## config.mk

```make
export PLATFORM = sky130hd
export DESIGN_NAME = qbr_sequencer
export DESIGN_NICKNAME = d
export VERILOG_FILES = /design/src/rtl/quadratic_bisection_root_finder_macros.svh /design/src/rtl/qbr_pkg.sv /design/src/rtl/qbr_sequencer.sv
export SDC_FILE = /design/constraint.sdc
export NUM_CORES = 1
export LEC_CHECK = 0
export BUFFER_PORTS_ARGS = -buffer_cell sky130_fd_sc_hd__buf_2
export CORE_MARGIN = 1.5
export CORE_UTILIZATION = 31
export CTS_BUF_LIST = sky130_fd_sc_hd__clkbuf_8
export CTS_CLUSTER_SIZE = 12
export DETAILED_ROUTE_END_ITERATION = 7
export PLACE_DENSITY_LB_ADDON = 0.12
export RECOVER_POWER = 100
export SKIP_CTS_REPAIR_TIMING = 1
export SLEW_MARGIN = 20
export SYNTH_ARGS = -nofsm -noshare
export SYNTH_HDL_FRONTEND = slang
export SYNTH_SLANG_ARGS = --single-unit
```

## constraint.sdc

```tcl
create_clock -name clk -period 4.8 [get_ports clk]
set_input_delay 0.48 -clock clk [delete_from_list [all_inputs] [get_ports clk]]
set_output_delay 0.48 -clock clk [all_outputs]
set_load 0.05 [all_outputs]
```

## src/rtl/quadratic_bisection_root_finder_macros.svh

```systemverilog
// Assertion helpers shared by the root finder
`ifndef QUADRATIC_BISECTION_ROOT_FINDER_MACROS_SVH
`define QUADRATIC_BISECTION_ROOT_FINDER_MACROS_SVH

// Same-cycle implication, masked during reset
`define QBR_ASSERT_NOW(label, clk, rst_n, ante, cons) \
    label: assert property (@(posedge clk) disable iff (!rst_n) (ante) |-> (cons)) \
        else $error("qbr assertion failed");

// Next-cycle implication, masked during reset
`define QBR_ASSERT_NEXT(label, clk, rst_n, ante, cons) \
    label: assert property (@(posedge clk) disable iff (!rst_n) (ante) |=> (cons)) \
        else $error("qbr assertion failed");

`endif

```

## src/rtl/qbr_pkg.sv

```systemverilog
package qbr_pkg;

    localparam int WORD_BITS      = 32;
    localparam int TOL_BITS       = 31;
    localparam int STEP_BITS      = 31;
    localparam int ITER_BITS      = 6;
    localparam int STATUS_BITS    = 2;
    localparam int ADDR_BITS      = 5;
    localparam int CFG_INDEX_BITS = 3;

    typedef logic signed [WORD_BITS-1:0] word_t;
    typedef logic [ADDR_BITS-1:0]        addr_t;

    // Request kinds
    localparam logic REQ_BISECT = 1'b0;
    localparam logic REQ_SCAN   = 1'b1;

    // Result status codes
    localparam logic [STATUS_BITS-1:0] ST_EXACT = 2'd0;
    localparam logic [STATUS_BITS-1:0] ST_CONV  = 2'd1;
    localparam logic [STATUS_BITS-1:0] ST_NONE  = 2'd2;

    // Configuration register indexes
    localparam logic [CFG_INDEX_BITS-1:0] REG_COEF_QUAD  = 3'd0;
    localparam logic [CFG_INDEX_BITS-1:0] REG_COEF_LIN   = 3'd1;
    localparam logic [CFG_INDEX_BITS-1:0] REG_COEF_CONST = 3'd2;
    localparam logic [CFG_INDEX_BITS-1:0] REG_TOLERANCE  = 3'd3;
    localparam logic [CFG_INDEX_BITS-1:0] REG_SCAN_STEP  = 3'd4;

    localparam word_t                COEF_QUAD_RESET  = 32'sd4194304;
    localparam word_t                COEF_LIN_RESET   = 32'sd3145728;
    localparam word_t                COEF_CONST_RESET = -32'sd3145728;
    localparam logic [TOL_BITS-1:0]  TOLERANCE_RESET  = 31'd1;
    localparam logic [STEP_BITS-1:0] SCAN_STEP_RESET  = 31'd104858;

    typedef struct packed {
        logic  req_type;
        word_t lower_bound;
        word_t upper_bound;
    } req_t;

    typedef struct packed {
        word_t                  root;
        logic [STATUS_BITS-1:0] status;
        logic [ITER_BITS-1:0]   iterations;
    } res_t;

    typedef struct packed {
        word_t                 quad;
        word_t                 lin;
        word_t                 cnst;
        logic [TOL_BITS-1:0]   tol;
        logic [STEP_BITS-1:0]  scan_step;
    } coef_t;

    typedef struct packed {
        logic scan_req;
        logic sa_zero;
        logic f_zero;
        logic same;
        logic done;
        logic scan_end;
        logic bracket;
    } flags_t;

    typedef enum logic [1:0] {BR_NEXT, BR_JUMP, BR_CALL, BR_RET} br_t;

    typedef enum logic [3:0] {
        C_ALWAYS, C_NO_START, C_SCAN_REQ, C_SA_ZERO, C_F_ZERO,
        C_SAME, C_DONE, C_SCAN_END, C_BRACKET
    } cond_t;

    typedef enum logic [2:0] {X_NONE, X_LO, X_HI, X_MID, X_SX} xsel_t;
    typedef enum logic [2:0] {M_NONE, M_QX, M_LX, M_TLO, M_THI} mop_t;
    typedef enum logic [2:0] {A_NONE, A_CONST, A_ADD_FRAC, A_ADD_LOW, A_ADD_HIGH} aop_t;

    typedef enum logic [2:0] {
        L_NONE, L_SAVE_A, L_INIT_LOOP, L_LD_WIDTH,
        L_UPDATE, L_CNT_CLR, L_LOAD_WIN, L_SCAN_ADV
    } lop_t;

    typedef enum logic [1:0] {R_ZERO, R_LO, R_HI, R_MID} rsel_t;

    typedef struct packed {
        br_t                    br;
        cond_t                  cond;
        addr_t                  target;
        xsel_t                  xsel;
        mop_t                   mop;
        aop_t                   aop;
        logic                   save_t;
        logic                   sign_ld;
        lop_t                   lop;
        logic                   emit;
        rsel_t                  rsel;
        logic [STATUS_BITS-1:0] status;
    } ctrl_t;

    // Program addresses
    localparam addr_t U_IDLE       = 5'd0;
    localparam addr_t U_DISPATCH   = 5'd1;
    localparam addr_t U_BIS        = 5'd2;
    localparam addr_t U_BIS_HI     = 5'd3;
    localparam addr_t U_BIS_CHK_A  = 5'd4;
    localparam addr_t U_BIS_CHK_B  = 5'd5;
    localparam addr_t U_BIS_CHK_S  = 5'd6;
    localparam addr_t U_BIS_INIT   = 5'd7;
    localparam addr_t U_LOOP       = 5'd8;
    localparam addr_t U_LOOP_TEST  = 5'd9;
    localparam addr_t U_LOOP_EVAL  = 5'd10;
    localparam addr_t U_LOOP_ZERO  = 5'd11;
    localparam addr_t U_LOOP_UPD   = 5'd12;
    localparam addr_t U_SCAN       = 5'd13;
    localparam addr_t U_SCAN_TOP   = 5'd14;
    localparam addr_t U_SCAN_LO    = 5'd15;
    localparam addr_t U_SCAN_HI    = 5'd16;
    localparam addr_t U_SCAN_CHK   = 5'd17;
    localparam addr_t U_SCAN_ADV   = 5'd18;
    localparam addr_t U_EMIT_LO    = 5'd19;
    localparam addr_t U_EMIT_HI    = 5'd20;
    localparam addr_t U_EMIT_NONE  = 5'd21;
    localparam addr_t U_EMIT_EXACT = 5'd22;
    localparam addr_t U_EMIT_CONV  = 5'd23;
    localparam addr_t U_EVAL       = 5'd24;
    localparam addr_t U_EVAL_1     = 5'd25;
    localparam addr_t U_EVAL_2     = 5'd26;
    localparam addr_t U_EVAL_3     = 5'd27;
    localparam addr_t U_EVAL_4     = 5'd28;
    localparam addr_t U_EVAL_5     = 5'd29;

    // Microcode store: one control word per program address
    function automatic ctrl_t ucode(input addr_t pc);
        ctrl_t c;
        c = '0;
        unique case (pc)
            U_IDLE:       begin c.br = BR_JUMP; c.cond = C_NO_START; c.target = U_IDLE; end
            U_DISPATCH:   begin c.br = BR_JUMP; c.cond = C_SCAN_REQ; c.target = U_SCAN; end
            U_BIS:        begin c.br = BR_CALL; c.target = U_EVAL; c.xsel = X_LO; end
            U_BIS_HI:
            begin
                c.br = BR_CALL; c.target = U_EVAL; c.xsel = X_HI; c.lop = L_SAVE_A;
            end
            U_BIS_CHK_A:  begin c.br = BR_JUMP; c.cond = C_SA_ZERO; c.target = U_EMIT_LO; end
            U_BIS_CHK_B:  begin c.br = BR_JUMP; c.cond = C_F_ZERO; c.target = U_EMIT_HI; end
            U_BIS_CHK_S:  begin c.br = BR_JUMP; c.cond = C_SAME; c.target = U_EMIT_NONE; end
            U_BIS_INIT:   begin c.lop = L_INIT_LOOP; end
            U_LOOP:       begin c.lop = L_LD_WIDTH; end
            U_LOOP_TEST:  begin c.br = BR_JUMP; c.cond = C_DONE; c.target = U_EMIT_CONV; end
            U_LOOP_EVAL:  begin c.br = BR_CALL; c.target = U_EVAL; c.xsel = X_MID; end
            U_LOOP_ZERO:  begin c.br = BR_JUMP; c.cond = C_F_ZERO; c.target = U_EMIT_EXACT; end
            U_LOOP_UPD:
            begin
                c.br = BR_JUMP; c.cond = C_ALWAYS; c.target = U_LOOP; c.lop = L_UPDATE;
            end
            U_SCAN:       begin c.lop = L_CNT_CLR; end
            U_SCAN_TOP:   begin c.br = BR_JUMP; c.cond = C_SCAN_END; c.target = U_EMIT_NONE; end
            U_SCAN_LO:
            begin
                c.br = BR_CALL; c.target = U_EVAL; c.xsel = X_SX; c.lop = L_LOAD_WIN;
            end
            U_SCAN_HI:
            begin
                c.br = BR_CALL; c.target = U_EVAL; c.xsel = X_HI; c.lop = L_SAVE_A;
            end
            U_SCAN_CHK:   begin c.br = BR_JUMP; c.cond = C_BRACKET; c.target = U_BIS_CHK_A; end
            U_SCAN_ADV:
            begin
                c.br = BR_JUMP; c.cond = C_ALWAYS; c.target = U_SCAN_TOP; c.lop = L_SCAN_ADV;
            end
            U_EMIT_LO:
            begin
                c.br = BR_JUMP; c.cond = C_ALWAYS; c.target = U_IDLE;
                c.emit = 1'b1; c.rsel = R_LO; c.status = ST_EXACT;
            end
            U_EMIT_HI:
            begin
                c.br = BR_JUMP; c.cond = C_ALWAYS; c.target = U_IDLE;
                c.emit = 1'b1; c.rsel = R_HI; c.status = ST_EXACT;
            end
            U_EMIT_NONE:
            begin
                c.br = BR_JUMP; c.cond = C_ALWAYS; c.target = U_IDLE;
                c.emit = 1'b1; c.rsel = R_ZERO; c.status = ST_NONE;
            end
            U_EMIT_EXACT:
            begin
                c.br = BR_JUMP; c.cond = C_ALWAYS; c.target = U_IDLE;
                c.emit = 1'b1; c.rsel = R_MID; c.status = ST_EXACT;
            end
            U_EMIT_CONV:
            begin
                c.br = BR_JUMP; c.cond = C_ALWAYS; c.target = U_IDLE;
                c.emit = 1'b1; c.rsel = R_MID; c.status = ST_CONV;
            end
            U_EVAL:       begin c.mop = M_QX; c.aop = A_CONST; end
            U_EVAL_1:     begin c.mop = M_LX; c.save_t = 1'b1; end
            U_EVAL_2:     begin c.mop = M_TLO; c.aop = A_ADD_FRAC; end
            U_EVAL_3:     begin c.mop = M_THI; c.aop = A_ADD_LOW; end
            U_EVAL_4:     begin c.aop = A_ADD_HIGH; end
            U_EVAL_5:     begin c.sign_ld = 1'b1; c.br = BR_RET; end
            default:      begin c.br = BR_JUMP; c.cond = C_ALWAYS; c.target = U_IDLE; end
        endcase
        return c;
    endfunction

endpackage

```

## src/rtl/qbr_sequencer.sv

```systemverilog
module qbr_sequencer (
    input  logic            clk,
    input  logic            rst_n,
    input  logic            start,
    input  qbr_pkg::flags_t flags,
    input  logic            out_busy,
    output qbr_pkg::ctrl_t  ctrl,
    output logic            idle
);
    import qbr_pkg::*;

    addr_t pc_reg, pc_next;
    addr_t ret_reg, ret_next;
    addr_t pc_inc;
    logic  cond_true;

    assign ctrl   = ucode(pc_reg);
    assign idle   = (pc_reg == U_IDLE);
    assign pc_inc = ADDR_BITS'(pc_reg + 1'b1);

    always_comb
    begin
        unique case (ctrl.cond)
            C_ALWAYS:   cond_true = 1'b1;
            C_NO_START: cond_true = !start;
            C_SCAN_REQ: cond_true = flags.scan_req;
            C_SA_ZERO:  cond_true = flags.sa_zero;
            C_F_ZERO:   cond_true = flags.f_zero;
            C_SAME:     cond_true = flags.same;
            C_DONE:     cond_true = flags.done;
            C_SCAN_END: cond_true = flags.scan_end;
            C_BRACKET:  cond_true = flags.bracket;
            default:    cond_true = 1'b1;
        endcase
    end

    always_comb
    begin
        pc_next  = pc_inc;
        ret_next = ret_reg;
        if (ctrl.emit && out_busy)
        begin
            pc_next = pc_reg;    // hold until the result slot frees
        end
        else
        begin
            unique case (ctrl.br)
                BR_NEXT: pc_next = pc_inc;
                BR_JUMP: pc_next = cond_true ? ctrl.target : pc_inc;
                BR_CALL:
                begin
                    pc_next  = ctrl.target;
                    ret_next = pc_inc;
                end
                BR_RET:  pc_next = ret_reg;
                default: pc_next = U_IDLE;
            endcase
        end
    end

    always_ff @(posedge clk or negedge rst_n)
    begin
        if (!rst_n)
        begin
            pc_reg  <= U_IDLE;
            ret_reg <= U_IDLE;
        end
        else
        begin
            pc_reg  <= pc_next;
            ret_reg <= ret_next;
        end
    end

endmodule

```

==> Word level (Yosys, flattened, before mapping) <==
Cells that the tools add are included.
{ "totals": {"input_bits": 11, "word_cells": 67, "register_bits": 10, "out_inout_bits": 31} }
{ "op_classes": {"n_mux": 13, "addsub": 1, "reduce_logical": 10, "n_eq_ne": 40, "n_bitwise": 1} }
{ "op_table": {"columns": ["operator", "n"], "rows": [
  ["5-bit equality test, second input constant", 14],
  ["5-bit one-hot mux with 10 select lines", 1],
  ["5-bit by 4-bit equality test with 1-bit output, second input constant", 8],
  ["3-bit one-hot mux with 4 select lines", 3],
  ["4-bit one-hot mux with 8 select lines", 1],
  ["5-bit one-hot mux with 5 select lines", 1],
  ["3-bit one-hot mux with 7 select lines", 1],
  ["5-bit by 3-bit equality test with 1-bit output, second input constant", 4],
  ["5-bit one-hot mux with 4 select lines", 1],
  ["4-bit by 3-bit equality test with 1-bit output, second input constant", 4],
  ["5-bit by 2-bit equality test with 1-bit output, second input constant", 2],
  ["4-bit by 2-bit equality test with 1-bit output, second input constant", 2],
  ["1-bit one-hot mux with 8 select lines", 1],
  ["8-bit OR reduction", 1],
  ["2-bit one-hot mux with 3 select lines", 1],
  ["2-bit OR reduction", 3],
  ["5-bit by 1-bit adder with 5-bit output, second input constant", 1],
  ["5-bit by 1-bit equality test with 1-bit output, second input constant", 1],
  ["5-bit logical NOT", 1],
  ["5-bit two-way mux", 1],
  ["5-bit OR reduction", 1],
  ["2-bit equality test, second input constant", 2],
  ["4-bit by 1-bit equality test with 1-bit output, second input constant", 1],
  ["4-bit equality test, second input constant", 1],
  ["other kinds (7)", 8]
]} }

==> Longest topological paths before layout <==
Gate-level depths: netlist of run 1.
{ "logic_depth": {"ltp_word": 7, "depth_mapped": 11, "depth_no_buf": 10} }

==> Worst setup path before layout of run 1 <==
Ideal clock, no wire load.
{ "synth_timing": {"kind": "reg2out", "start": "reg pc_reg[0]", "end": "out ctrl[22] (netlist name)", "slack_ns": 1.280, "required_ns": 4.320, "n_path_buf": 1, "arrival_time_ns": 3.040, "stages_incl_launch_ff": 7, "path_cell_list": "dfrtp_1 -> inv_1 -> ha_1 -> buf_2 -> nor3b_1 -> a211oi_1 -> o211ai_1"} }
{ "synth_rtl": {"columns": ["item", "line", "rtl"], "rows": [
  ["start, declared", "qbr_sequencer.sv:12", "addr_t pc_reg, pc_next;"],
  ["start signal, assigned", "qbr_sequencer.sv:70", "pc_reg <= pc_next;"],
  ["end, declared", "qbr_sequencer.sv:7", "output qbr_pkg::ctrl_t ctrl,"]
]} }

==> PnR_summary.wiki, run 1 <==
{| class="wikitable"
! Metric !! Value
|-
| Outcome || complete, no violations
|-
| Gp weighted congestion || 0.726
|-
| Number of levels the H-tree was split into || 1
|-
| Library cell used as clock root buffer || sky130_fd_sc_hd__clkbuf_8
|-
| Worst Setup End Kind || primary output
|-
| Required time at the endpoint of the critical path || 4320 ps
|-
| Effective utilization at floorplan || between 30% and 40%
|-
| Post-Synthesis Cells || 186
|-
| Count of nets left with antenna violations after detail routing || 0
|-
| Post-route minimum period || 3340 ps
|-
| Buffers on Ports || 41
|-
| Cells along the critical path || inv_1 > ha_1 > nor4bb_1 > a211oi_1 > o211ai_1 > clkbuf_1
|-
| Highest-count cells in the layout ignoring fill and taps || sky130_fd_sc_hd__clkbuf_1 (31), sky130_fd_sc_hd__nand2_1 (20), sky130_fd_sc_hd__o21ai_0 (15), sky130_fd_sc_hd__nor2_1 (15), sky130_fd_sc_hd__a21oi_1 (13)
|-
| Mapped Avg Cell Area || 7.59 um^2
|-
| R2R Path Start || pc_reg[0]$_DFFE_PN0N_
|-
| Sum of negative setup slack || 0 ps
|-
| Worst-case clock skew || 5.17 ps
|-
| Cell row count || 24
|-
| DRC violation total after the first TritonRoute iteration || 100
|-
| Antenna cells || 0
|-
| Leading register cell type out of synthesis || sky130_fd_sc_hd__dfrtp_1
|-
| Fraction of the yosys area taken by sequential cells || between 10% and 20%
|-
| Critical path's slowest cell || sky130_fd_sc_hd__nor4bb_1
|-
| Final core area utilization || roughly 36%
|-
| CTS tree || built
|-
| Die outline area || just under 5000 um^2
|-
| Logic depth of the worst register-to-register path || 9
|-
| Post-synth EDFFs || 0
|-
| Setup repair after global routing missed its margin || no
|-
| Layout overhead on the synthesized area || 13.2%
|-
| Vias in the first global route || 1,383
|-
| Y dimension of the die || 70.5 um
|-
| Tightest hold margin || 192 ps
|-
| Number of sinks driven by the clock tree || 10
|-
| Classification of the worst setup path || register to primary output
|-
| Hold Violations, Final || 0
|-
| Number of unique standard cell types used by synthesis || 51
|-
| Total global-route track usage || 17.4%
|-
| Post-route DRC violation count || 0
|-
| Area share of the largest cell type after synthesis || 17.7%
|-
| Layout cell share with drive strength beyond 1 || 11.2%
|-
| Biggest fanout along the worst timing path || 13
|-
| Clk Latency, worst-skew pair || about 250 ps
|-
| Number of clock buffers inserted by TritonCTS || 3
|-
| Die W || 70.5 um
|-
| Most frequent standard cell in the layout excluding fill and tap cells || sky130_fd_sc_hd__clkbuf_1
|-
| Slew at the pin closest to its max-slew limit || between 800 and 900 ps
|-
| Nets in the synthesized netlist || between 200 and 250
|-
| Setup violations, final || 0
|-
| Final max-slew violation count || 0
|-
| Overflow left after global routing || 0
|-
| Maximum clock frequency || 0.299 GHz
|-
| Share of flip-flops with an asynchronous set or reset || 100%
|-
| Global-route wire length before repair || 7.11 mm
|-
| Ports || between 40 and 50
|-
| End of the worst register-to-register path || pc_reg[1]$_DFFE_PN0N_
|-
| Avg WL per Cell || roughly 16 um
|-
| Cell type group with the largest total delay on the critical path || simple AND/OR/NAND/NOR gates
|-
| Highest cell delay on the worst timing path || between 700 and 800 ps
|-
| Leading area contributor after synthesis || sky130_fd_sc_hd__dfrtp_1
|-
| Antenna violations before repair || 0
|-
| Crit start category || register
|-
| Worst slew slack as a fraction of its limit || 40.1%
|-
| Number of nets at the end of the flow || around 230
|-
| Path class of the lowest-slack min-delay path || input port to asynchronous set/reset pin
|-
| First-pass DRT Iterations || 4
|-
| Slack of the worst reg-to-reg path || 1500 ps
|-
| Part of the cycle the worst path needs || 69.6%
|-
| Placeable core region || 4380 um^2
|-
| Synthesized cell area || roughly 1400 um^2
|-
| Number of buffers on the longest clock path || 2
|-
| Wire length reported by the detailed router || 4.21 mm
|-
| Flip-flop and latch count after synthesis || 10
|-
| Maximum Capacitance Violations || 0
|-
| CTS clk-pin slew, worst paths || 50 ps
|-
| Number of vias per cell after detailed routing || about 5.6
|-
| Pin count of the biggest net entering global routing || 36
|-
| Yosys warnings || 0
|-
| Via count of the routed design || ~1,500
|-
| Top cells by area in the synthesized netlist || sky130_fd_sc_hd__dfrtp_1 (18%), sky130_fd_sc_hd__nand2_1 (5.3%), sky130_fd_sc_hd__o21ai_0 (5.3%)
|-
| Number of buffer and inverter instances along the worst setup path || 2
|-
| Post-DP HPWL || about 3.1 mm
|-
| Crit path DAT || 2860 ps
|}
## layout make-up
| cell class | count | area [um^2] |
|---|---|---|
| multi-input cells | 150 | 1020 |
| clock buffers | 4 | 55.1 |
| fillers | 486 | 2790 |
| flip-flops and latches | 10 | 250 |
| repair buffers | 42 | 174 |
| inverters | 9 | 33.8 |
| well taps | 52 | 65.1 |
## cells in the mapped netlist (3+ instances only)
| master | number |
|---|---|
| sky130_fd_sc_hd__nor2b_1 | 5 |
| sky130_fd_sc_hd__a22oi_1 | 5 |
| sky130_fd_sc_hd__buf_6 | 3 |
| sky130_fd_sc_hd__clkbuf_1 | 7 |
| sky130_fd_sc_hd__nand2_1 | 20 |
| sky130_fd_sc_hd__nand3_1 | 3 |
| sky130_fd_sc_hd__o21ai_0 | 15 |
| sky130_fd_sc_hd__nor3_1 | 4 |
| sky130_fd_sc_hd__a21oi_1 | 11 |
| sky130_fd_sc_hd__a31oi_1 | 6 |
| sky130_fd_sc_hd__mux2i_1 | 5 |
| sky130_fd_sc_hd__nand2b_1 | 6 |
| sky130_fd_sc_hd__dfrtp_1 | 10 |
| sky130_fd_sc_hd__buf_2 | 5 |
| sky130_fd_sc_hd__o31ai_1 | 3 |
| sky130_fd_sc_hd__a211oi_1 | 4 |
| sky130_fd_sc_hd__inv_1 | 8 |
| sky130_fd_sc_hd__and3_1 | 3 |
| sky130_fd_sc_hd__o211ai_1 | 4 |
| sky130_fd_sc_hd__nor2_1 | 15 |
| sky130_fd_sc_hd__o21a_1 | 3 |
| sky130_fd_sc_hd__ha_1 | 5 |
## worst max path at each step
stage,start,endpoint,slack (ps),cells past startpoint
floorplan,pc_reg[0]$_DFFE_PN0N_,ctrl[22],1280,6
global placement,pc_reg[0]$_DFFE_PN0N_,pc_reg[1]$_DFFE_PN0N_,1870,9
detailed placement,pc_reg[0]$_DFFE_PN0N_,pc_reg[1]$_DFFE_PN0N_,1840,9
CTS,pc_reg[0]$_DFFE_PN0N_,ctrl[22],1670,6
global route,pc_reg[0]$_DFFE_PN0N_,pc_reg[1]$_DFFE_PN0N_,1180,9
finish,pc_reg[0]$_DFFE_PN0N_,ctrl[22],1460,6
## per-stage QoR
stage / instances / cell area (um^2) / worst slack, ps
2_1_floorplan: 186 / 1410 / 1280
3_3_place_gp: 263 / 1600 / 1870
3_5_place_dp: 263 / 1600 / 1840
4_1_cts: 267 / 1650 / 1670
5_1_grt: 267 / 1600 / 1180
6_report: 267 / 1600 / 1460
## cell families after synthesis
group / count (synthesis) / share of synthesized area, %
DFF: 10 / 17.7
AOI/OAI and AO/OA: 68 / 36.0
adders and majority gates: 5 / 4.43
and+or+nand+nor: 67 / 24.4
muxes: 7 / 5.40
xor gates and xnor gates: 3 / 3.19
buffers and inverters: 26 / 8.95
## metal layers
layer / track usage [%] / routed length (um) / up-vias
met5: 0 / 0 / -
met4: 2.56 / 13 / 0
met3: 2.89 / 221 / 2
met2: 25.9 / 1870 / 47
met1: 26.8 / 2110 / 707
li1: - / - / 745
Power of run 1 is left out: the tool's default activity adds up to more than one toggle a clock period on the data nets, which glitch-free logic cannot reach.
==> inputs of run 2 (changes only) <==
==> constraint.sdc (replaced) <==
create_clock -name clk -period 2.8 [get_ports clk]
set_input_delay 0.28 -clock clk [delete_from_list [all_inputs] [get_ports clk]]
set_output_delay 0.28 -clock clk [all_outputs]
set_load 0.05 [all_outputs]
==> PnR_summary.wiki, run 2 (same netlist as run 1, synthesis figures left out) <==
{| class="wikitable"
! Metric !! Value
|-
| Outcome || complete, no violations
|-
| R2R Path Start || pc_reg[0]$_DFFE_PN0N_
|-
| Gp weighted congestion || 0.829 (+14%)
|-
| Critical path's slowest cell || sky130_fd_sc_hd__dfrtp_1
|-
| Number of sinks driven by the clock tree || 10 (unchanged)
|-
| DRC violation total after the first TritonRoute iteration || 66 (-34%)
|-
| Post-placement worst setup slack || 302 ps (-1540 ps)
|-
| Highest-count cells in the layout ignoring fill and taps || sky130_fd_sc_hd__clkbuf_1 (25), sky130_fd_sc_hd__nand2_1 (20), sky130_fd_sc_hd__buf_4 (16)
|-
| Layout cell share with drive strength beyond 1 || 21.1% (+10 points)
|-
| Most frequent standard cell in the layout excluding fill and tap cells || sky130_fd_sc_hd__clkbuf_1
|-
| Hold Violations, Final || 0 (unchanged)
|-
| Via count of the routed design || 1,548 (+3.1%)
|-
| Number of vias per cell after detailed routing || 5.45 (-3.0%)
|-
| Highest cell delay on the worst timing path || 440 ps (-300 ps)
|-
| Post-route cell area || 1760 um^2 (+9.8%)
|-
| Overflow left after global routing || 0 (unchanged)
|-
| Die W || 70.5 um (unchanged)
|-
| Met2 Resource Use GR || 27.7% (+1.8 points)
|-
| Effective utilization at floorplan || 32.2% (unchanged)
|-
| Ports || 42 (unchanged)
|-
| Crit start category || register
|-
| Post-route minimum period || 2650 ps
|-
| Die outline area || 4970 um^2 (unchanged)
|-
| Setup violations, final || 0 (unchanged)
|-
| Met1 usage || 26.4% (-0.33 points)
|-
| Count of nets left with antenna violations after detail routing || 0 (unchanged)
|-
| Final max-slew violation count || 0 (unchanged)
|-
| Sum of negative setup slack || 0 ps (unchanged)
|-
| Wire length reported by the detailed router || 4.37 mm (+3.8%)
|-
| Placement-stage cell area || 1740 um^2 (+9.0%)
|-
| Cell type group with the largest total delay on the critical path || buffers and inverters
|-
| Y dimension of the die || 70.5 um (unchanged)
|-
| Required time at the endpoint of the critical path || 2520 ps (-1800 ps)
|-
| Post-route DRC violation count || 0 (unchanged)
|-
| Clk Latency, worst-skew pair || 230 ps (-20 ps)
|-
| Final core area utilization || 40.0% (+3.6 points)
|-
| Maximum clock frequency || 0.377 GHz
|-
| First-pass DRT Iterations || 4 (unchanged)
|-
| Part of the cycle the worst path needs || 94.8%
|-
| Cells along the critical path || inv_1 > ha_1 > buf_4 > nor4bb_1 > buf_4 > a211oi_1 > clkbuf_4 > o211ai_1 > buf_2
|-
| Number of buffers on the longest clock path || 2 (unchanged)
|-
| Setup repair after global routing missed its margin || no
|-
| Slack of the worst reg-to-reg path || 200 ps (-1300 ps)
|-
| Number of buffer and inverter instances along the worst setup path || 5 (+3)
|-
| Antenna violations before repair || 0 (unchanged)
|-
| Placeable core region || 4380 um^2 (unchanged)
|-
| Global-route wire length before repair || 7.28 mm (+2.4%)
|-
| Worst setup margin || 146 ps (-1310 ps)
|-
| Total global-route track usage || 18.0% (+0.54 points)
|-
| Library cell used as clock root buffer || sky130_fd_sc_hd__clkbuf_8
|-
| Biggest fanout along the worst timing path || 7 (-6)
|-
| Worst slew slack as a fraction of its limit || 59.7% (+20 points)
|-
| Maximum Capacitance Violations || 0 (unchanged)
|-
| CP most frequent cell || sky130_fd_sc_hd__buf_4
|-
| CTS tree || built
|-
| Number of clock buffers inserted by TritonCTS || 3 (unchanged)
|-
| Path class of the lowest-slack min-delay path || register to register
|-
| Number of levels the H-tree was split into || 1 (unchanged)
|-
| Worst Setup End Kind || primary output
|-
| Pin count of the biggest net entering global routing || 16 (-56%)
|-
| Vias in the first global route || 1,484 (+7.3%)
|-
| Antenna cells || 0 (unchanged)
|-
| Post-DP HPWL || 3.47 mm (+12%)
|-
| Worst-case clock skew || 4.82 ps (-0.347 ps)
|-
| Met3 usage in global routing || 2.60% (-0.29 points)
|-
| Startpoint of the tightest hold check path || ret_reg[2]$_DFFE_PN0P_
|-
| Global route hottest layer || met2
|-
| Crit path from || pc_reg[0]$_DFFE_PN0N_
|-
| CTS clk-pin slew, worst paths || 50 ps (about the same)
|-
| Cell row count || 24 (unchanged)
|-
| Buffers on Ports || 41 (unchanged)
|-
| Avg WL per Cell || 15.4 um (-2.4%)
|-
| Classification of the worst setup path || register to primary output
|-
| Layout overhead on the synthesized area || 24.3%
|-
| Slew at the pin closest to its max-slew limit || 607 ps (-292 ps)
|-
| Crit path DAT || 2370 ps (-490 ps)
|-
| Number of nets at the end of the flow || 250 (+7.8%)
|}
==> run 2: final cells by class <==
class | count | area (um^2)
fillers | 505 | 2630
multi-input cells | 150 | 1050
repair buffers | 60 | 317
flip-flops and latches | 10 | 250
well taps | 52 | 65.1
clock buffers | 3 | 41.3
inverters | 9 | 33.8
==> run 2: worst reg2reg max path, cell delays in order, from the launching register on <==
cell and delay (ps):
sky130_fd_sc_hd__dfrtp_1 440, sky130_fd_sc_hd__inv_1 110, sky130_fd_sc_hd__ha_1 240, sky130_fd_sc_hd__nand2b_1 230
sky130_fd_sc_hd__a31o_1 290, sky130_fd_sc_hd__inv_1 90, sky130_fd_sc_hd__nand3b_1 110, sky130_fd_sc_hd__o211ai_1 140
sky130_fd_sc_hd__a21oi_4 190, sky130_fd_sc_hd__mux2_4 310, sky130_fd_sc_hd__a221o_1 320
==> run 2: path summary, 6_finish.rpt <==
path | endpoint | cells after the start
worst min register to register | ret_reg[2]$_DFFE_PN0P_ | 2
worst max register to register | pc_reg[1]$_DFFE_PN0N_ | 10
max in group asynchronous | ret_reg[0]$_DFFE_PN0P_ | 2
min in group asynchronous | ret_reg[4]$_DFFE_PN0P_ | 2
worst min-delay path | ret_reg[2]$_DFFE_PN0P_ | 2
worst max-delay path | ctrl[22] | 9
==> run 2: through the flow <==
stage / instances / hold WS, ps
floorplan: 186 / -15.6
global placement: 280 / 159
detailed placement: 280 / 159
CTS: 283 / -93.9
global route: 284 / 513
finish: 284 / 480
==> run 2: per-layer routing <==
layer / vias to the layer above / wire [um]
met4: 0 / 44
met1: 725 / 2230
li1: 779 / -
met5: - / 0
met3: 6 / 165
met2: 38 / 1930
Power of run 2 is left out for the same reason.
