$ cat src/rtl/quadratic_bisection_root_finder_macros.svh
// Assertion helpers shared by the root finder
`ifndef QUADRATIC_BISECTION_ROOT_FINDER_MACROS_SVH
`define QUADRATIC_BISECTION_ROOT_FINDER_MACROS_SVH

// Same-cycle implication, masked during reset
`define QBR_ASSERT_NOW(label, clk, rst_n, ante, cons) \
    label: assert property (@(posedge clk) disable iff (!rst_n) (ante) |-> (cons)) \
        else $error("qbr assertion failed");

// Next-cycle implication, masked during reset
`define QBR_ASSERT_NEXT(label, clk, rst_n, ante, cons) \
    label: assert property (@(posedge clk) disable iff (!rst_n) (ante) |=> (cons)) \
        else $error("qbr assertion failed");

`endif

$ cat src/rtl/qbr_pkg.sv
package qbr_pkg;

    localparam int WORD_BITS      = 32;
    localparam int TOL_BITS       = 31;
    localparam int STEP_BITS      = 31;
    localparam int ITER_BITS      = 6;
    localparam int STATUS_BITS    = 2;
    localparam int ADDR_BITS      = 5;
    localparam int CFG_INDEX_BITS = 3;

    typedef logic signed [WORD_BITS-1:0] word_t;
    typedef logic [ADDR_BITS-1:0]        addr_t;

    // Request kinds
    localparam logic REQ_BISECT = 1'b0;
    localparam logic REQ_SCAN   = 1'b1;

    // Result status codes
    localparam logic [STATUS_BITS-1:0] ST_EXACT = 2'd0;
    localparam logic [STATUS_BITS-1:0] ST_CONV  = 2'd1;
    localparam logic [STATUS_BITS-1:0] ST_NONE  = 2'd2;

    // Configuration register indexes
    localparam logic [CFG_INDEX_BITS-1:0] REG_COEF_QUAD  = 3'd0;
    localparam logic [CFG_INDEX_BITS-1:0] REG_COEF_LIN   = 3'd1;
    localparam logic [CFG_INDEX_BITS-1:0] REG_COEF_CONST = 3'd2;
    localparam logic [CFG_INDEX_BITS-1:0] REG_TOLERANCE  = 3'd3;
    localparam logic [CFG_INDEX_BITS-1:0] REG_SCAN_STEP  = 3'd4;

    localparam word_t                COEF_QUAD_RESET  = 32'sd4194304;
    localparam word_t                COEF_LIN_RESET   = 32'sd3145728;
    localparam word_t                COEF_CONST_RESET = -32'sd3145728;
    localparam logic [TOL_BITS-1:0]  TOLERANCE_RESET  = 31'd1;
    localparam logic [STEP_BITS-1:0] SCAN_STEP_RESET  = 31'd104858;

    typedef struct packed {
        logic  req_type;
        word_t lower_bound;
        word_t upper_bound;
    } req_t;

    typedef struct packed {
        word_t                  root;
        logic [STATUS_BITS-1:0] status;
        logic [ITER_BITS-1:0]   iterations;
    } res_t;

    typedef struct packed {
        word_t                 quad;
        word_t                 lin;
        word_t                 cnst;
        logic [TOL_BITS-1:0]   tol;
        logic [STEP_BITS-1:0]  scan_step;
    } coef_t;

    typedef struct packed {
        logic scan_req;
        logic sa_zero;
        logic f_zero;
        logic same;
        logic done;
        logic scan_end;
        logic bracket;
    } flags_t;

    typedef enum logic [1:0] {BR_NEXT, BR_JUMP, BR_CALL, BR_RET} br_t;

    typedef enum logic [3:0] {
        C_ALWAYS, C_NO_START, C_SCAN_REQ, C_SA_ZERO, C_F_ZERO,
        C_SAME, C_DONE, C_SCAN_END, C_BRACKET
    } cond_t;

    typedef enum logic [2:0] {X_NONE, X_LO, X_HI, X_MID, X_SX} xsel_t;
    typedef enum logic [2:0] {M_NONE, M_QX, M_LX, M_TLO, M_THI} mop_t;
    typedef enum logic [2:0] {A_NONE, A_CONST, A_ADD_FRAC, A_ADD_LOW, A_ADD_HIGH} aop_t;

    typedef enum logic [2:0] {
        L_NONE, L_SAVE_A, L_INIT_LOOP, L_LD_WIDTH,
        L_UPDATE, L_CNT_CLR, L_LOAD_WIN, L_SCAN_ADV
    } lop_t;

    typedef enum logic [1:0] {R_ZERO, R_LO, R_HI, R_MID} rsel_t;

    typedef struct packed {
        br_t                    br;
        cond_t                  cond;
        addr_t                  target;
        xsel_t                  xsel;
        mop_t                   mop;
        aop_t                   aop;
        logic                   save_t;
        logic                   sign_ld;
        lop_t                   lop;
        logic                   emit;
        rsel_t                  rsel;
        logic [STATUS_BITS-1:0] status;
    } ctrl_t;

    // Program addresses
    localparam addr_t U_IDLE       = 5'd0;
    localparam addr_t U_DISPATCH   = 5'd1;
    localparam addr_t U_BIS        = 5'd2;
    localparam addr_t U_BIS_HI     = 5'd3;
    localparam addr_t U_BIS_CHK_A  = 5'd4;
    localparam addr_t U_BIS_CHK_B  = 5'd5;
    localparam addr_t U_BIS_CHK_S  = 5'd6;
    localparam addr_t U_BIS_INIT   = 5'd7;
    localparam addr_t U_LOOP       = 5'd8;
    localparam addr_t U_LOOP_TEST  = 5'd9;
    localparam addr_t U_LOOP_EVAL  = 5'd10;
    localparam addr_t U_LOOP_ZERO  = 5'd11;
    localparam addr_t U_LOOP_UPD   = 5'd12;
    localparam addr_t U_SCAN       = 5'd13;
    localparam addr_t U_SCAN_TOP   = 5'd14;
    localparam addr_t U_SCAN_LO    = 5'd15;
    localparam addr_t U_SCAN_HI    = 5'd16;
    localparam addr_t U_SCAN_CHK   = 5'd17;
    localparam addr_t U_SCAN_ADV   = 5'd18;
    localparam addr_t U_EMIT_LO    = 5'd19;
    localparam addr_t U_EMIT_HI    = 5'd20;
    localparam addr_t U_EMIT_NONE  = 5'd21;
    localparam addr_t U_EMIT_EXACT = 5'd22;
    localparam addr_t U_EMIT_CONV  = 5'd23;
    localparam addr_t U_EVAL       = 5'd24;
    localparam addr_t U_EVAL_1     = 5'd25;
    localparam addr_t U_EVAL_2     = 5'd26;
    localparam addr_t U_EVAL_3     = 5'd27;
    localparam addr_t U_EVAL_4     = 5'd28;
    localparam addr_t U_EVAL_5     = 5'd29;

    // Microcode store: one control word per program address
    function automatic ctrl_t ucode(input addr_t pc);
        ctrl_t c;
        c = '0;
        unique case (pc)
            U_IDLE:       begin c.br = BR_JUMP; c.cond = C_NO_START; c.target = U_IDLE; end
            U_DISPATCH:   begin c.br = BR_JUMP; c.cond = C_SCAN_REQ; c.target = U_SCAN; end
            U_BIS:        begin c.br = BR_CALL; c.target = U_EVAL; c.xsel = X_LO; end
            U_BIS_HI:
            begin
                c.br = BR_CALL; c.target = U_EVAL; c.xsel = X_HI; c.lop = L_SAVE_A;
            end
            U_BIS_CHK_A:  begin c.br = BR_JUMP; c.cond = C_SA_ZERO; c.target = U_EMIT_LO; end
            U_BIS_CHK_B:  begin c.br = BR_JUMP; c.cond = C_F_ZERO; c.target = U_EMIT_HI; end
            U_BIS_CHK_S:  begin c.br = BR_JUMP; c.cond = C_SAME; c.target = U_EMIT_NONE; end
            U_BIS_INIT:   begin c.lop = L_INIT_LOOP; end
            U_LOOP:       begin c.lop = L_LD_WIDTH; end
            U_LOOP_TEST:  begin c.br = BR_JUMP; c.cond = C_DONE; c.target = U_EMIT_CONV; end
            U_LOOP_EVAL:  begin c.br = BR_CALL; c.target = U_EVAL; c.xsel = X_MID; end
            U_LOOP_ZERO:  begin c.br = BR_JUMP; c.cond = C_F_ZERO; c.target = U_EMIT_EXACT; end
            U_LOOP_UPD:
            begin
                c.br = BR_JUMP; c.cond = C_ALWAYS; c.target = U_LOOP; c.lop = L_UPDATE;
            end
            U_SCAN:       begin c.lop = L_CNT_CLR; end
            U_SCAN_TOP:   begin c.br = BR_JUMP; c.cond = C_SCAN_END; c.target = U_EMIT_NONE; end
            U_SCAN_LO:
            begin
                c.br = BR_CALL; c.target = U_EVAL; c.xsel = X_SX; c.lop = L_LOAD_WIN;
            end
            U_SCAN_HI:
            begin
                c.br = BR_CALL; c.target = U_EVAL; c.xsel = X_HI; c.lop = L_SAVE_A;
            end
            U_SCAN_CHK:   begin c.br = BR_JUMP; c.cond = C_BRACKET; c.target = U_BIS_CHK_A; end
            U_SCAN_ADV:
            begin
                c.br = BR_JUMP; c.cond = C_ALWAYS; c.target = U_SCAN_TOP; c.lop = L_SCAN_ADV;
            end
            U_EMIT_LO:
            begin
                c.br = BR_JUMP; c.cond = C_ALWAYS; c.target = U_IDLE;
                c.emit = 1'b1; c.rsel = R_LO; c.status = ST_EXACT;
            end
            U_EMIT_HI:
            begin
                c.br = BR_JUMP; c.cond = C_ALWAYS; c.target = U_IDLE;
                c.emit = 1'b1; c.rsel = R_HI; c.status = ST_EXACT;
            end
            U_EMIT_NONE:
            begin
                c.br = BR_JUMP; c.cond = C_ALWAYS; c.target = U_IDLE;
                c.emit = 1'b1; c.rsel = R_ZERO; c.status = ST_NONE;
            end
            U_EMIT_EXACT:
            begin
                c.br = BR_JUMP; c.cond = C_ALWAYS; c.target = U_IDLE;
                c.emit = 1'b1; c.rsel = R_MID; c.status = ST_EXACT;
            end
            U_EMIT_CONV:
            begin
                c.br = BR_JUMP; c.cond = C_ALWAYS; c.target = U_IDLE;
                c.emit = 1'b1; c.rsel = R_MID; c.status = ST_CONV;
            end
            U_EVAL:       begin c.mop = M_QX; c.aop = A_CONST; end
            U_EVAL_1:     begin c.mop = M_LX; c.save_t = 1'b1; end
            U_EVAL_2:     begin c.mop = M_TLO; c.aop = A_ADD_FRAC; end
            U_EVAL_3:     begin c.mop = M_THI; c.aop = A_ADD_LOW; end
            U_EVAL_4:     begin c.aop = A_ADD_HIGH; end
            U_EVAL_5:     begin c.sign_ld = 1'b1; c.br = BR_RET; end
            default:      begin c.br = BR_JUMP; c.cond = C_ALWAYS; c.target = U_IDLE; end
        endcase
        return c;
    endfunction

endpackage

$ cat src/rtl/qbr_datapath.sv
module qbr_datapath #(
    parameter int FRAC_BITS = 20,
    parameter int MAX_ITER  = 63,
    parameter int MAX_SCAN  = 1023
) (
    input  logic            clk,
    input  logic            rst_n,
    input  qbr_pkg::ctrl_t  ctrl,
    input  logic            req_load,
    input  qbr_pkg::req_t   req,
    input  qbr_pkg::coef_t  coef,
    output qbr_pkg::flags_t flags,
    output qbr_pkg::res_t   result
);
    import qbr_pkg::*;

    localparam int ACC_BITS  = 3 * WORD_BITS + 4;
    localparam int MUL_BITS  = 2 * WORD_BITS;
    localparam int SCAN_BITS = $clog2(MAX_SCAN + 1);
    localparam int CNT_BITS  = (SCAN_BITS > ITER_BITS) ? SCAN_BITS : ITER_BITS;

    word_t lo_reg, hi_reg, mid_reg, x_reg, sx_reg, shi_reg;
    logic  type_reg;
    logic  lsign_reg, sa_neg_reg, sa_zero_reg, f_neg_reg, f_zero_reg;
    logic [WORD_BITS-1:0] w_reg;
    logic [CNT_BITS-1:0]  cnt_reg;
    logic [MUL_BITS-1:0]  t_reg, mul_reg;
    logic [ACC_BITS-1:0]  acc_reg;

    logic [WORD_BITS:0]     mid_sum, diff_up, diff_dn, nx_wide;
    word_t                  mid_val;
    logic [WORD_BITS-1:0]   width_val;
    logic                   scan_ovf;
    logic signed [WORD_BITS:0]     mul_a, mul_b;
    logic signed [MUL_BITS+1:0]    prod;
    logic [ACC_BITS-1:0]    mul_ext, const_ext;

    // floor((lo+hi)/2) in raw units
    assign mid_sum = {lo_reg[WORD_BITS-1], lo_reg} + {hi_reg[WORD_BITS-1], hi_reg};
    assign mid_val = mid_sum[WORD_BITS:1];

    assign diff_up   = {hi_reg[WORD_BITS-1], hi_reg} - {lo_reg[WORD_BITS-1], lo_reg};
    assign diff_dn   = {lo_reg[WORD_BITS-1], lo_reg} - {hi_reg[WORD_BITS-1], hi_reg};
    assign width_val = (lo_reg <= hi_reg) ? diff_up[WORD_BITS-1:0] : diff_dn[WORD_BITS-1:0];

    // Window top; overflow when the sum leaves the word range
    assign nx_wide  = {sx_reg[WORD_BITS-1], sx_reg}
                    + {{(WORD_BITS+1-STEP_BITS){1'b0}}, coef.scan_step};
    assign scan_ovf = nx_wide[WORD_BITS] != nx_wide[WORD_BITS-1];

    always_comb
    begin
        case (ctrl.mop)
            M_QX:    mul_a = {coef.quad[WORD_BITS-1], coef.quad};
            M_LX:    mul_a = {coef.lin[WORD_BITS-1], coef.lin};
            M_TLO:   mul_a = {1'b0, t_reg[WORD_BITS-1:0]};
            M_THI:   mul_a = {t_reg[MUL_BITS-1], t_reg[MUL_BITS-1:WORD_BITS]};
            default: mul_a = '0;
        endcase
    end

    assign mul_b = {x_reg[WORD_BITS-1], x_reg};
    assign prod  = mul_a * mul_b;

    assign mul_ext   = {{(ACC_BITS-MUL_BITS){mul_reg[MUL_BITS-1]}}, mul_reg};
    assign const_ext = {{(ACC_BITS-WORD_BITS){coef.cnst[WORD_BITS-1]}}, coef.cnst};

    always_ff @(posedge clk or negedge rst_n)
    begin
        if (!rst_n)
        begin
            lo_reg      <= '0;
            hi_reg      <= '0;
            mid_reg     <= '0;
            x_reg       <= '0;
            sx_reg      <= '0;
            shi_reg     <= '0;
            type_reg    <= REQ_BISECT;
            lsign_reg   <= 1'b0;
            sa_neg_reg  <= 1'b0;
            sa_zero_reg <= 1'b0;
            f_neg_reg   <= 1'b0;
            f_zero_reg  <= 1'b0;
            w_reg       <= '0;
            cnt_reg     <= '0;
            t_reg       <= '0;
            mul_reg     <= '0;
            acc_reg     <= '0;
        end
        else
        begin
            if (req_load)
            begin
                lo_reg   <= req.lower_bound;
                hi_reg   <= req.upper_bound;
                sx_reg   <= req.lower_bound;
                shi_reg  <= req.upper_bound;
                type_reg <= req.req_type;
            end

            case (ctrl.xsel)
                X_LO:  x_reg <= lo_reg;
                X_HI:  x_reg <= hi_reg;
                X_MID:
                begin
                    x_reg   <= mid_val;
                    mid_reg <= mid_val;
                end
                X_SX:  x_reg <= sx_reg;
                default: ;
            endcase

            mul_reg <= prod[MUL_BITS-1:0];
            if (ctrl.save_t)
            begin
                t_reg <= mul_reg;
            end

            case (ctrl.aop)
                A_CONST:    acc_reg <= const_ext << (2 * FRAC_BITS);
                A_ADD_FRAC: acc_reg <= acc_reg + (mul_ext << FRAC_BITS);
                A_ADD_LOW:  acc_reg <= acc_reg + mul_ext;
                A_ADD_HIGH: acc_reg <= acc_reg + (mul_ext << WORD_BITS);
                default: ;
            endcase

            if (ctrl.sign_ld)
            begin
                f_neg_reg  <= acc_reg[ACC_BITS-1];
                f_zero_reg <= (acc_reg == '0);
            end

            unique case (ctrl.lop)
                L_NONE: ;
                L_SAVE_A:
                begin
                    sa_neg_reg  <= f_neg_reg;
                    sa_zero_reg <= f_zero_reg;
                end
                L_INIT_LOOP:
                begin
                    lsign_reg <= sa_neg_reg;
                    cnt_reg   <= '0;
                    mid_reg   <= mid_val;
                end
                L_LD_WIDTH: w_reg <= width_val;
                L_UPDATE:
                begin
                    if (f_neg_reg != lsign_reg)
                    begin
                        hi_reg <= mid_reg;
                    end
                    else
                    begin
                        lo_reg <= mid_reg;
                    end
                    cnt_reg <= CNT_BITS'(cnt_reg + 1'b1);
                end
                L_CNT_CLR: cnt_reg <= '0;
                L_LOAD_WIN:
                begin
                    lo_reg <= sx_reg;
                    hi_reg <= nx_wide[WORD_BITS-1:0];
                end
                L_SCAN_ADV:
                begin
                    sx_reg  <= nx_wide[WORD_BITS-1:0];
                    cnt_reg <= CNT_BITS'(cnt_reg + 1'b1);
                end
            endcase
        end
    end

    assign flags.scan_req = (type_reg == REQ_SCAN);
    assign flags.sa_zero  = sa_zero_reg;
    assign flags.f_zero   = f_zero_reg;
    assign flags.same     = (sa_neg_reg == f_neg_reg);
    assign flags.done     = (w_reg < {{(WORD_BITS-TOL_BITS){1'b0}}, coef.tol})
                         || (cnt_reg >= CNT_BITS'(MAX_ITER));
    assign flags.scan_end = (sx_reg > shi_reg) || (cnt_reg >= CNT_BITS'(MAX_SCAN)) || scan_ovf;
    assign flags.bracket  = sa_zero_reg || f_zero_reg || (sa_neg_reg != f_neg_reg);

    always_comb
    begin
        case (ctrl.rsel)
            R_LO:    result.root = lo_reg;
            R_HI:    result.root = hi_reg;
            R_MID:   result.root = mid_reg;
            default: result.root = '0;
        endcase
        result.status     = ctrl.status;
        result.iterations = (ctrl.rsel == R_MID) ? cnt_reg[ITER_BITS-1:0] : '0;
    end

endmodule

$ cat config.mk
export PLATFORM = sky130hd
export DESIGN_NAME = qbr_datapath
export DESIGN_NICKNAME = d
export VERILOG_FILES = /design/src/rtl/quadratic_bisection_root_finder_macros.svh /design/src/rtl/qbr_pkg.sv /design/src/rtl/qbr_datapath.sv
export SDC_FILE = /design/constraint.sdc
export NUM_CORES = 2
export LEC_CHECK = 0
export ABC_CLOCK_PERIOD_IN_PS = 8000
export BUFFER_PORTS_ARGS = -buffer_cell sky130_fd_sc_hd__buf_2
export CORE_ASPECT_RATIO = 0.6
export CORE_UTILIZATION = 45
export CTS_CLUSTER_SIZE = 12
export DETAILED_ROUTE_END_ITERATION = 8
export GPL_TIMING_DRIVEN = 0
export PLACE_DENSITY = 0.64
export SETUP_SLACK_MARGIN = 0.1
export SLEW_MARGIN = 20
export SYNTH_ARGS = -nofsm -noshare
export SYNTH_HDL_FRONTEND = slang
export SYNTH_SLANG_ARGS = --single-unit
$ cat constraint.sdc
create_clock -name clk -period 8 [get_ports clk]
set_input_delay 0.8 -clock clk [delete_from_list [all_inputs] [get_ports clk]]
set_output_delay 0.8 -clock clk [all_outputs]
set_load 0.02 [all_outputs]
* Yosys cells after proc, flatten, opt, wreduce, memory -nomap -nowiden *
Cells that the tools add are included.

storage, ports and cells
  register bits = 468
  latch bits = 0
  memory bits (writable) = 0
  memory bits (read-only) = 0
  input bits = 256
  memories = 0

operators by class
  add/subtract/negate cells = 8
  multiply operators = 1
  divide/modulo/power cells = 0
  magnitude comparators = 5
  equal/unequal tests = 26
  shift operators = 0
  multiplexer cells = 17
  bitwise operators = 0
  reductions and logical operators = 13

operators by type and width
  operator               count
  $pmux 100 s4           1
  $add 100x100->100      3
  $mux 32                9
  $pmux 33 s4            1
  $pmux 32 s2            2
  $pmux 32 s4            1
  $logic_not 100->1      1
  $pmux 32 s3            1
  $add 32x32->33         2
  $mul 33x32->64         1
  $sub 32x32->32         2
  $gt 32x32->1           1
  $le 32x32->1           1
  $lt 32x31->1           1
  $eq 3x2->1 const B     8
  $eq 3x3->1 const B     7
  $pmux 10 s2            1
  $eq 3x1->1 const B     4
  $add 10x1->10 const B  1
  $ge 10x10->1 const B   1
  $ge 10x6->1 const B    1
  $reduce_bool 4->1      2
  $mux 6                 1
  $reduce_bool 2->1      3
  6 further kinds        14

* Logic depth before layout (Yosys ltp) *
  depth in word-level cells = 3
  depth in mapped cells = 36

* Worst setup path before layout *
Ideal clock, no wire load.

  path kind = input port to flip-flop
  start point = input ctrl[14] (netlist name)
  end point = register mul_reg[63]
  library setup time = 129 ps
  arrival time = 9,104 ps
  data required time = 7,871 ps
  slack = -1,233 ps
  stages on the path = 32
  buffers on the path = 3
  cell sequence = nor3b_1 -> clkbuf_1 -> a21o_1 -> clkbuf_1 -> nand2_1 -> inv_1 -> fa_1 -> fa_1 -> fa_1 -> inv_1 -> fa_1 -> inv_1 -> fa_1 -> fa_1 -> inv_1 -> fa_1 -> inv_1 -> fa_1 -> ha_1 -> clkbuf_1 -> a21o_1 -> a21oi_1 -> nor2b_1 -> nor2_1 -> nor2b_1 -> a41o_1 -> o21ai_0 -> nand2b_1 -> a21oi_1 -> o21ai_0 -> a211oi_1 -> xnor2_1

on the way
  word-level cells in the longest chain between the ends = 3
  elaborated cells between the ends (all ways) = 6
  classes of those cells = 1 x mul; 4 x eq/ne; 1 x mux

RTL lines
  what                                      RTL line             source
  start, declared                           qbr_datapath.sv:8    input qbr_pkg::ctrl_t ctrl,
  $eq 3x3->1, or another cell as far along  qbr_datapath.sv:53   case (ctrl.mop)
  $pmux 33 s4 *                             qbr_datapath.sv:53
  $mul 33x32->64 *                          qbr_datapath.sv:63   assign prod = mul_a * mul_b;
  via prod[63]                              qbr_datapath.sv:35   logic signed [MUL_BITS+1:0] prod;
  end signal, assigned                      qbr_datapath.sv:113  mul_reg <= prod[MUL_BITS-1:0];
  end, declared                             qbr_datapath.sv:27   logic [MUL_BITS-1:0] t_reg, mul_reg;

Mark *: on every way through the listed nets, which the timed path passes. The rest lies on a longest branch.
A chain may end at the register's enable or synchronous reset.

* Worst setup path in the final report *
  start point = input ctrl[13] (netlist name)
  end point = register mul_reg[43]

The elaborated chain is that of the path after synthesis.

==> impl_metrics.prom <==
# TYPE chip_impl_metric gauge
chip_impl_metric{name="cts.clk_slew.worst_paths",unit="ns"} 0.07
chip_impl_info{name="outcome",value="finished, violations left"} 1
chip_impl_metric{name="clk-insertion-delay-late",unit="ns"} 0.71
chip_impl_info{name="layout_commonest_cell",value="sky130_fd_sc_hd__inv_1"} 1
chip_impl_metric{name="worst_slack",unit="ns"} -0.8762
chip_impl_metric{name="htree_levels",unit=""} 2
chip_impl_metric{name="initial_utilization",unit=""} 0.4561
chip_impl_metric{name="cpPeakStageDelay",unit="ns"} 0.57
chip_impl_metric{name="ys.warnings.count",unit=""} 0
chip_impl_metric{name="max_cap_violations",unit=""} 0
chip_impl_metric{name="coreArea",unit="um^2"} 176600
chip_impl_metric{name="count_of_tritonroute_iterations_in_the_first_routing_pass",unit=""} 8
chip_impl_metric{name="overflow",unit=""} 0
chip_impl_metric{name="cp_num_buf_inv",unit=""} 6
chip_impl_metric{name="post_synthesis_sequential_element_count",unit=""} 468
chip_impl_metric{name="mappedNetlistArea",unit="um^2"} 80550
chip_impl_metric{name="groute.layer.met1.usage",unit=""} 0.6561
chip_impl_metric{name="final.min_clock_period",unit="ns"} 8.876
chip_impl_info{name="endpoint_kind",value="flip-flop"} 1
chip_impl_metric{name="global_route_wire_length_before_repair",unit="mm"} 554.6
chip_impl_metric{name="final_util",unit=""} 0.5230
chip_impl_metric{name="worst-endpoint-arrival",unit="ns"} 9.40
chip_impl_metric{name="placement_rows",unit=""} 119
chip_impl_info{name="cts_root_buf",value="sky130_fd_sc_hd__clkbuf_16"} 1
chip_impl_info{name="setup.worst_path.start_class",value="input port"} 1
chip_impl_metric{name="wirelength",unit="mm"} 398.9
chip_impl_metric{name="first_global_vias",unit=""} 73760
chip_impl_metric{name="vias",unit=""} 78590
chip_impl_metric{name="gr-usage-met3",unit=""} 0.2207
chip_impl_metric{name="layout.area.seq",unit="um^2"} 11730
chip_impl_metric{name="grt_antenna_before_repair",unit=""} 55
chip_impl_metric{name="cts_buffers",unit=""} 50
chip_impl_metric{name="final.fill_count",unit=""} 16760
chip_impl_info{name="dominant_cell_type_by_count_on_the_critical_path",value="sky130_fd_sc_hd__fa_1"} 1
chip_impl_metric{name="required",unit="ns"} 8.53
chip_impl_metric{name="final_hold_viol_count",unit=""} 0
chip_impl_metric{name="final_antenna_net_count",unit=""} 0
chip_impl_metric{name="multi_input_area",unit="um^2"} 63940
chip_impl_metric{name="portBuffers",unit=""} 280
chip_impl_metric{name="grt_max_degree",unit=""} 102
chip_impl_info{name="grt-busiest-layer",value="met1"} 1
chip_impl_metric{name="avgViaCountPerCell",unit=""} 6.317
chip_impl_metric{name="dpl_hpwl",unit="mm"} 333.1
chip_impl_info{name="synth_largest_area_cell",value="sky130_fd_sc_hd__fa_1"} 1
chip_impl_info{name="critPathSlowestCell",value="sky130_fd_sc_hd__fa_1"} 1
chip_impl_metric{name="remaining_drc_errors",unit=""} 0
chip_impl_metric{name="timing.slew.headroom",unit=""} 0.1278
chip_impl_metric{name="finish.cell_count_without_fillers",unit=""} 12440
chip_impl_metric{name="gp_routability_congestion",unit=""} 1.134
chip_impl_metric{name="postSynthAreaPerCell",unit="um^2"} 8.509
chip_impl_info{name="synth_area_leaders",value="sky130_fd_sc_hd__fa_1 28%, sky130_fd_sc_hd__dfrtp_1 15%, sky130_fd_sc_hd__ha_1 9.3%"} 1
chip_impl_metric{name="synth.yosys.seq_area_share",unit=""} 0.1454
chip_impl_metric{name="clk_path_buf_depth",unit=""} 3
chip_impl_metric{name="top_level_ports",unit=""} 303
chip_impl_metric{name="fp.dieArea",unit="um^2"} 180700
chip_impl_metric{name="skew",unit="ns"} 0.05958
chip_impl_metric{name="globalRouteTotalUtil",unit=""} 0.4338
chip_impl_metric{name="syn_nets",unit=""} 11430
chip_impl_metric{name="layout_worst_path_cycle_share",unit=""} 1.110
chip_impl_info{name="min-delay-path-class",value="in -> async"} 1
chip_impl_metric{name="dr_iter_0_viols",unit=""} 11000
chip_impl_metric{name="nets",unit=""} 11990
chip_impl_info{name="violations",value="setup timing"} 1
chip_impl_metric{name="final-setup-viol-count",unit=""} 31
chip_impl_metric{name="syn2layout_area_growth",unit="%"} 14.66
chip_impl_metric{name="slew_viol_final",unit=""} 0
chip_impl_metric{name="max_freq",unit="MHz"} 112.7
chip_impl_metric{name="detailedPlace.worstSlack",unit="ns"} -3.101
chip_impl_info{name="synth_ff_type",value="sky130_fd_sc_hd__dfrtp_1"} 1
chip_impl_metric{name="synth_top_cell_area_share",unit=""} 0.2759
chip_impl_info{name="cp_top_family",value="adder cells"} 1
chip_impl_info{name="grt_setup_unrepaired",value="true"} 1
chip_impl_metric{name="final_routed_wire_length_divided_by_cell_count",unit="um"} 32.06
chip_impl_metric{name="synthArstFlopShare",unit=""} 1.000
chip_impl_metric{name="drive_above_1_share",unit=""} 0.1269
chip_impl_metric{name="number_of_flops_mapped_to_enable_cells_by_yosys",unit=""} 0
chip_impl_metric{name="netlist_instances",unit=""} 9466
chip_impl_metric{name="fp.dieW",unit="um"} 548.2
chip_impl_info{name="cts_tree",value="done"} 1
chip_impl_metric{name="clock_sinks",unit=""} 468
chip_impl_metric{name="met2_usage_in_global_routing",unit=""} 0.5278
chip_impl_metric{name="ys_types",unit=""} 95
chip_impl_info{name="worst_setup_path_type",value="in -> reg"} 1
chip_impl_metric{name="numPlacedInstances",unit=""} 12110
chip_impl_metric{name="worst_slew_pin_slew",unit="ns"} 1.295
chip_impl_metric{name="cp_max_fo",unit=""} 8
chip_impl_metric{name="die_span_y",unit="um"} 329.7
chip_impl_info{name="mostFrequentLayoutCells",value="1199 x sky130_fd_sc_hd__inv_1, 1043 x sky130_fd_sc_hd__fa_1, 1029 x sky130_fd_sc_hd__nand2_1, 586 x sky130_fd_sc_hd__a21oi_1, 575 x sky130_fd_sc_hd__o21ai_0"} 1
chip_impl_metric{name="largest_register_ff_count",unit=""} 100
==> cells in the mapped netlist, types with 33 or more instances <==
cell                       instances
sky130_fd_sc_hd__o211ai_1         42
sky130_fd_sc_hd__a221oi_1         49
sky130_fd_sc_hd__and2_1          544
sky130_fd_sc_hd__a22oi_1         166
sky130_fd_sc_hd__inv_1          1230
sky130_fd_sc_hd__nor2_1          424
sky130_fd_sc_hd__buf_1            33
sky130_fd_sc_hd__o22ai_1          46
sky130_fd_sc_hd__and3_1           37
sky130_fd_sc_hd__nand3_1         100
sky130_fd_sc_hd__xor2_1          114
sky130_fd_sc_hd__a211oi_1         74
sky130_fd_sc_hd__nor2b_1          57
sky130_fd_sc_hd__xnor2_1         246
sky130_fd_sc_hd__nand4_1         117
sky130_fd_sc_hd__mux2_2           80
sky130_fd_sc_hd__o21a_1           74
sky130_fd_sc_hd__o21bai_1        112
sky130_fd_sc_hd__o21ai_0         587
sky130_fd_sc_hd__a21o_1          215
sky130_fd_sc_hd__nor3_1           72
sky130_fd_sc_hd__dfrtp_1         468
sky130_fd_sc_hd__fa_1           1110
sky130_fd_sc_hd__a22o_1           38
sky130_fd_sc_hd__nand2b_1         82
sky130_fd_sc_hd__clkbuf_1        493
sky130_fd_sc_hd__a31oi_1          82
sky130_fd_sc_hd__nor4_1           40
sky130_fd_sc_hd__ha_1            598
sky130_fd_sc_hd__a21oi_1         613
sky130_fd_sc_hd__nand2_1        1074
==> layout make-up <==
cell class | count | area share
clock buffer | 71 | 0.01573
inverter | 1233 | 0.05037
multi-input combinational | 7217 | 0.6923
antenna | 35 | 0.0009483
timing repair buffer | 515 | 0.04089
buffer | 536 | 0.03961
tap | 2359 | 0.03196
sequential | 468 | 0.1270
clock inverter | 6 | 0.001206
==> layer usage <==
metal,vias to the layer above,wire length (um),part of all wire
met3,675,68500,0.17
met5,-,502,0.0013
met2,5608,141300,0.35
li1,32810,-,-
met4,42,11830,0.030
met1,39450,176800,0.44
==> kinds of logic after synthesis <==
| kind of cell | count (synthesis) | synth area share |
|---|---|---|
| AOI/OAI and AO/OA | 2407 | 0.1915 |
| xor gates and xnor gates | 360 | 0.03915 |
| adders and majority gates | 1708 | 0.3688 |
| buffers and inverters | 1781 | 0.08370 |
| DFF | 468 | 0.1454 |
| muxes | 104 | 0.01432 |
| and+or+nand+nor | 2638 | 0.1571 |
==> worst paths after layout <==
| path | slack [ns] | depth (start not counted) | startpoint | endpoint |
|---|---|---|---|---|
| min in group clk | 0.38 | 2 | req[64] | type_reg |
| min | 0.11 | 1 | rst_n | shi_reg[14] |
| min reg2reg | 0.50 | 2 | w_reg[14] | w_reg[14] |
| max | -0.88 | 31 | ctrl[13] | mul_reg[43] |
| max reg2reg | -0.81 | 27 | x_reg[6] | mul_reg[51] |
| max in group asynchronous | 5.99 | 4 | rst_n | mul_reg[15] |
==> what timing repair did <==
action | 4_1_cts | 5_1_grt
resized for setup | 552 | 247
gates cloned | 6 | 0
buffers inserted | 143 | 78
setup endpoints to repair | 49 | 35
hold buffers | 0 | 0
pin swaps | 152 | 163
==> stage by stage <==
step / hold slack (ns) / setup TNS, ns / area, um^2
3_3_place_gp: 0.4741 / -2005.18 / 85390
2_1_floorplan: 0.4413 / -1.817 / 81040
4_1_cts: 0.1116 / -10.05 / 90850
5_1_grt: 0.1465 / -20.58 / 92290
3_5_place_dp: 0.4778 / -110.14 / 85620
6_report: 0.1058 / -17.91 / 92360
Power is left out: the tool's default activity adds up to more than one toggle a clock period on the data nets, which glitch-free logic cannot reach.
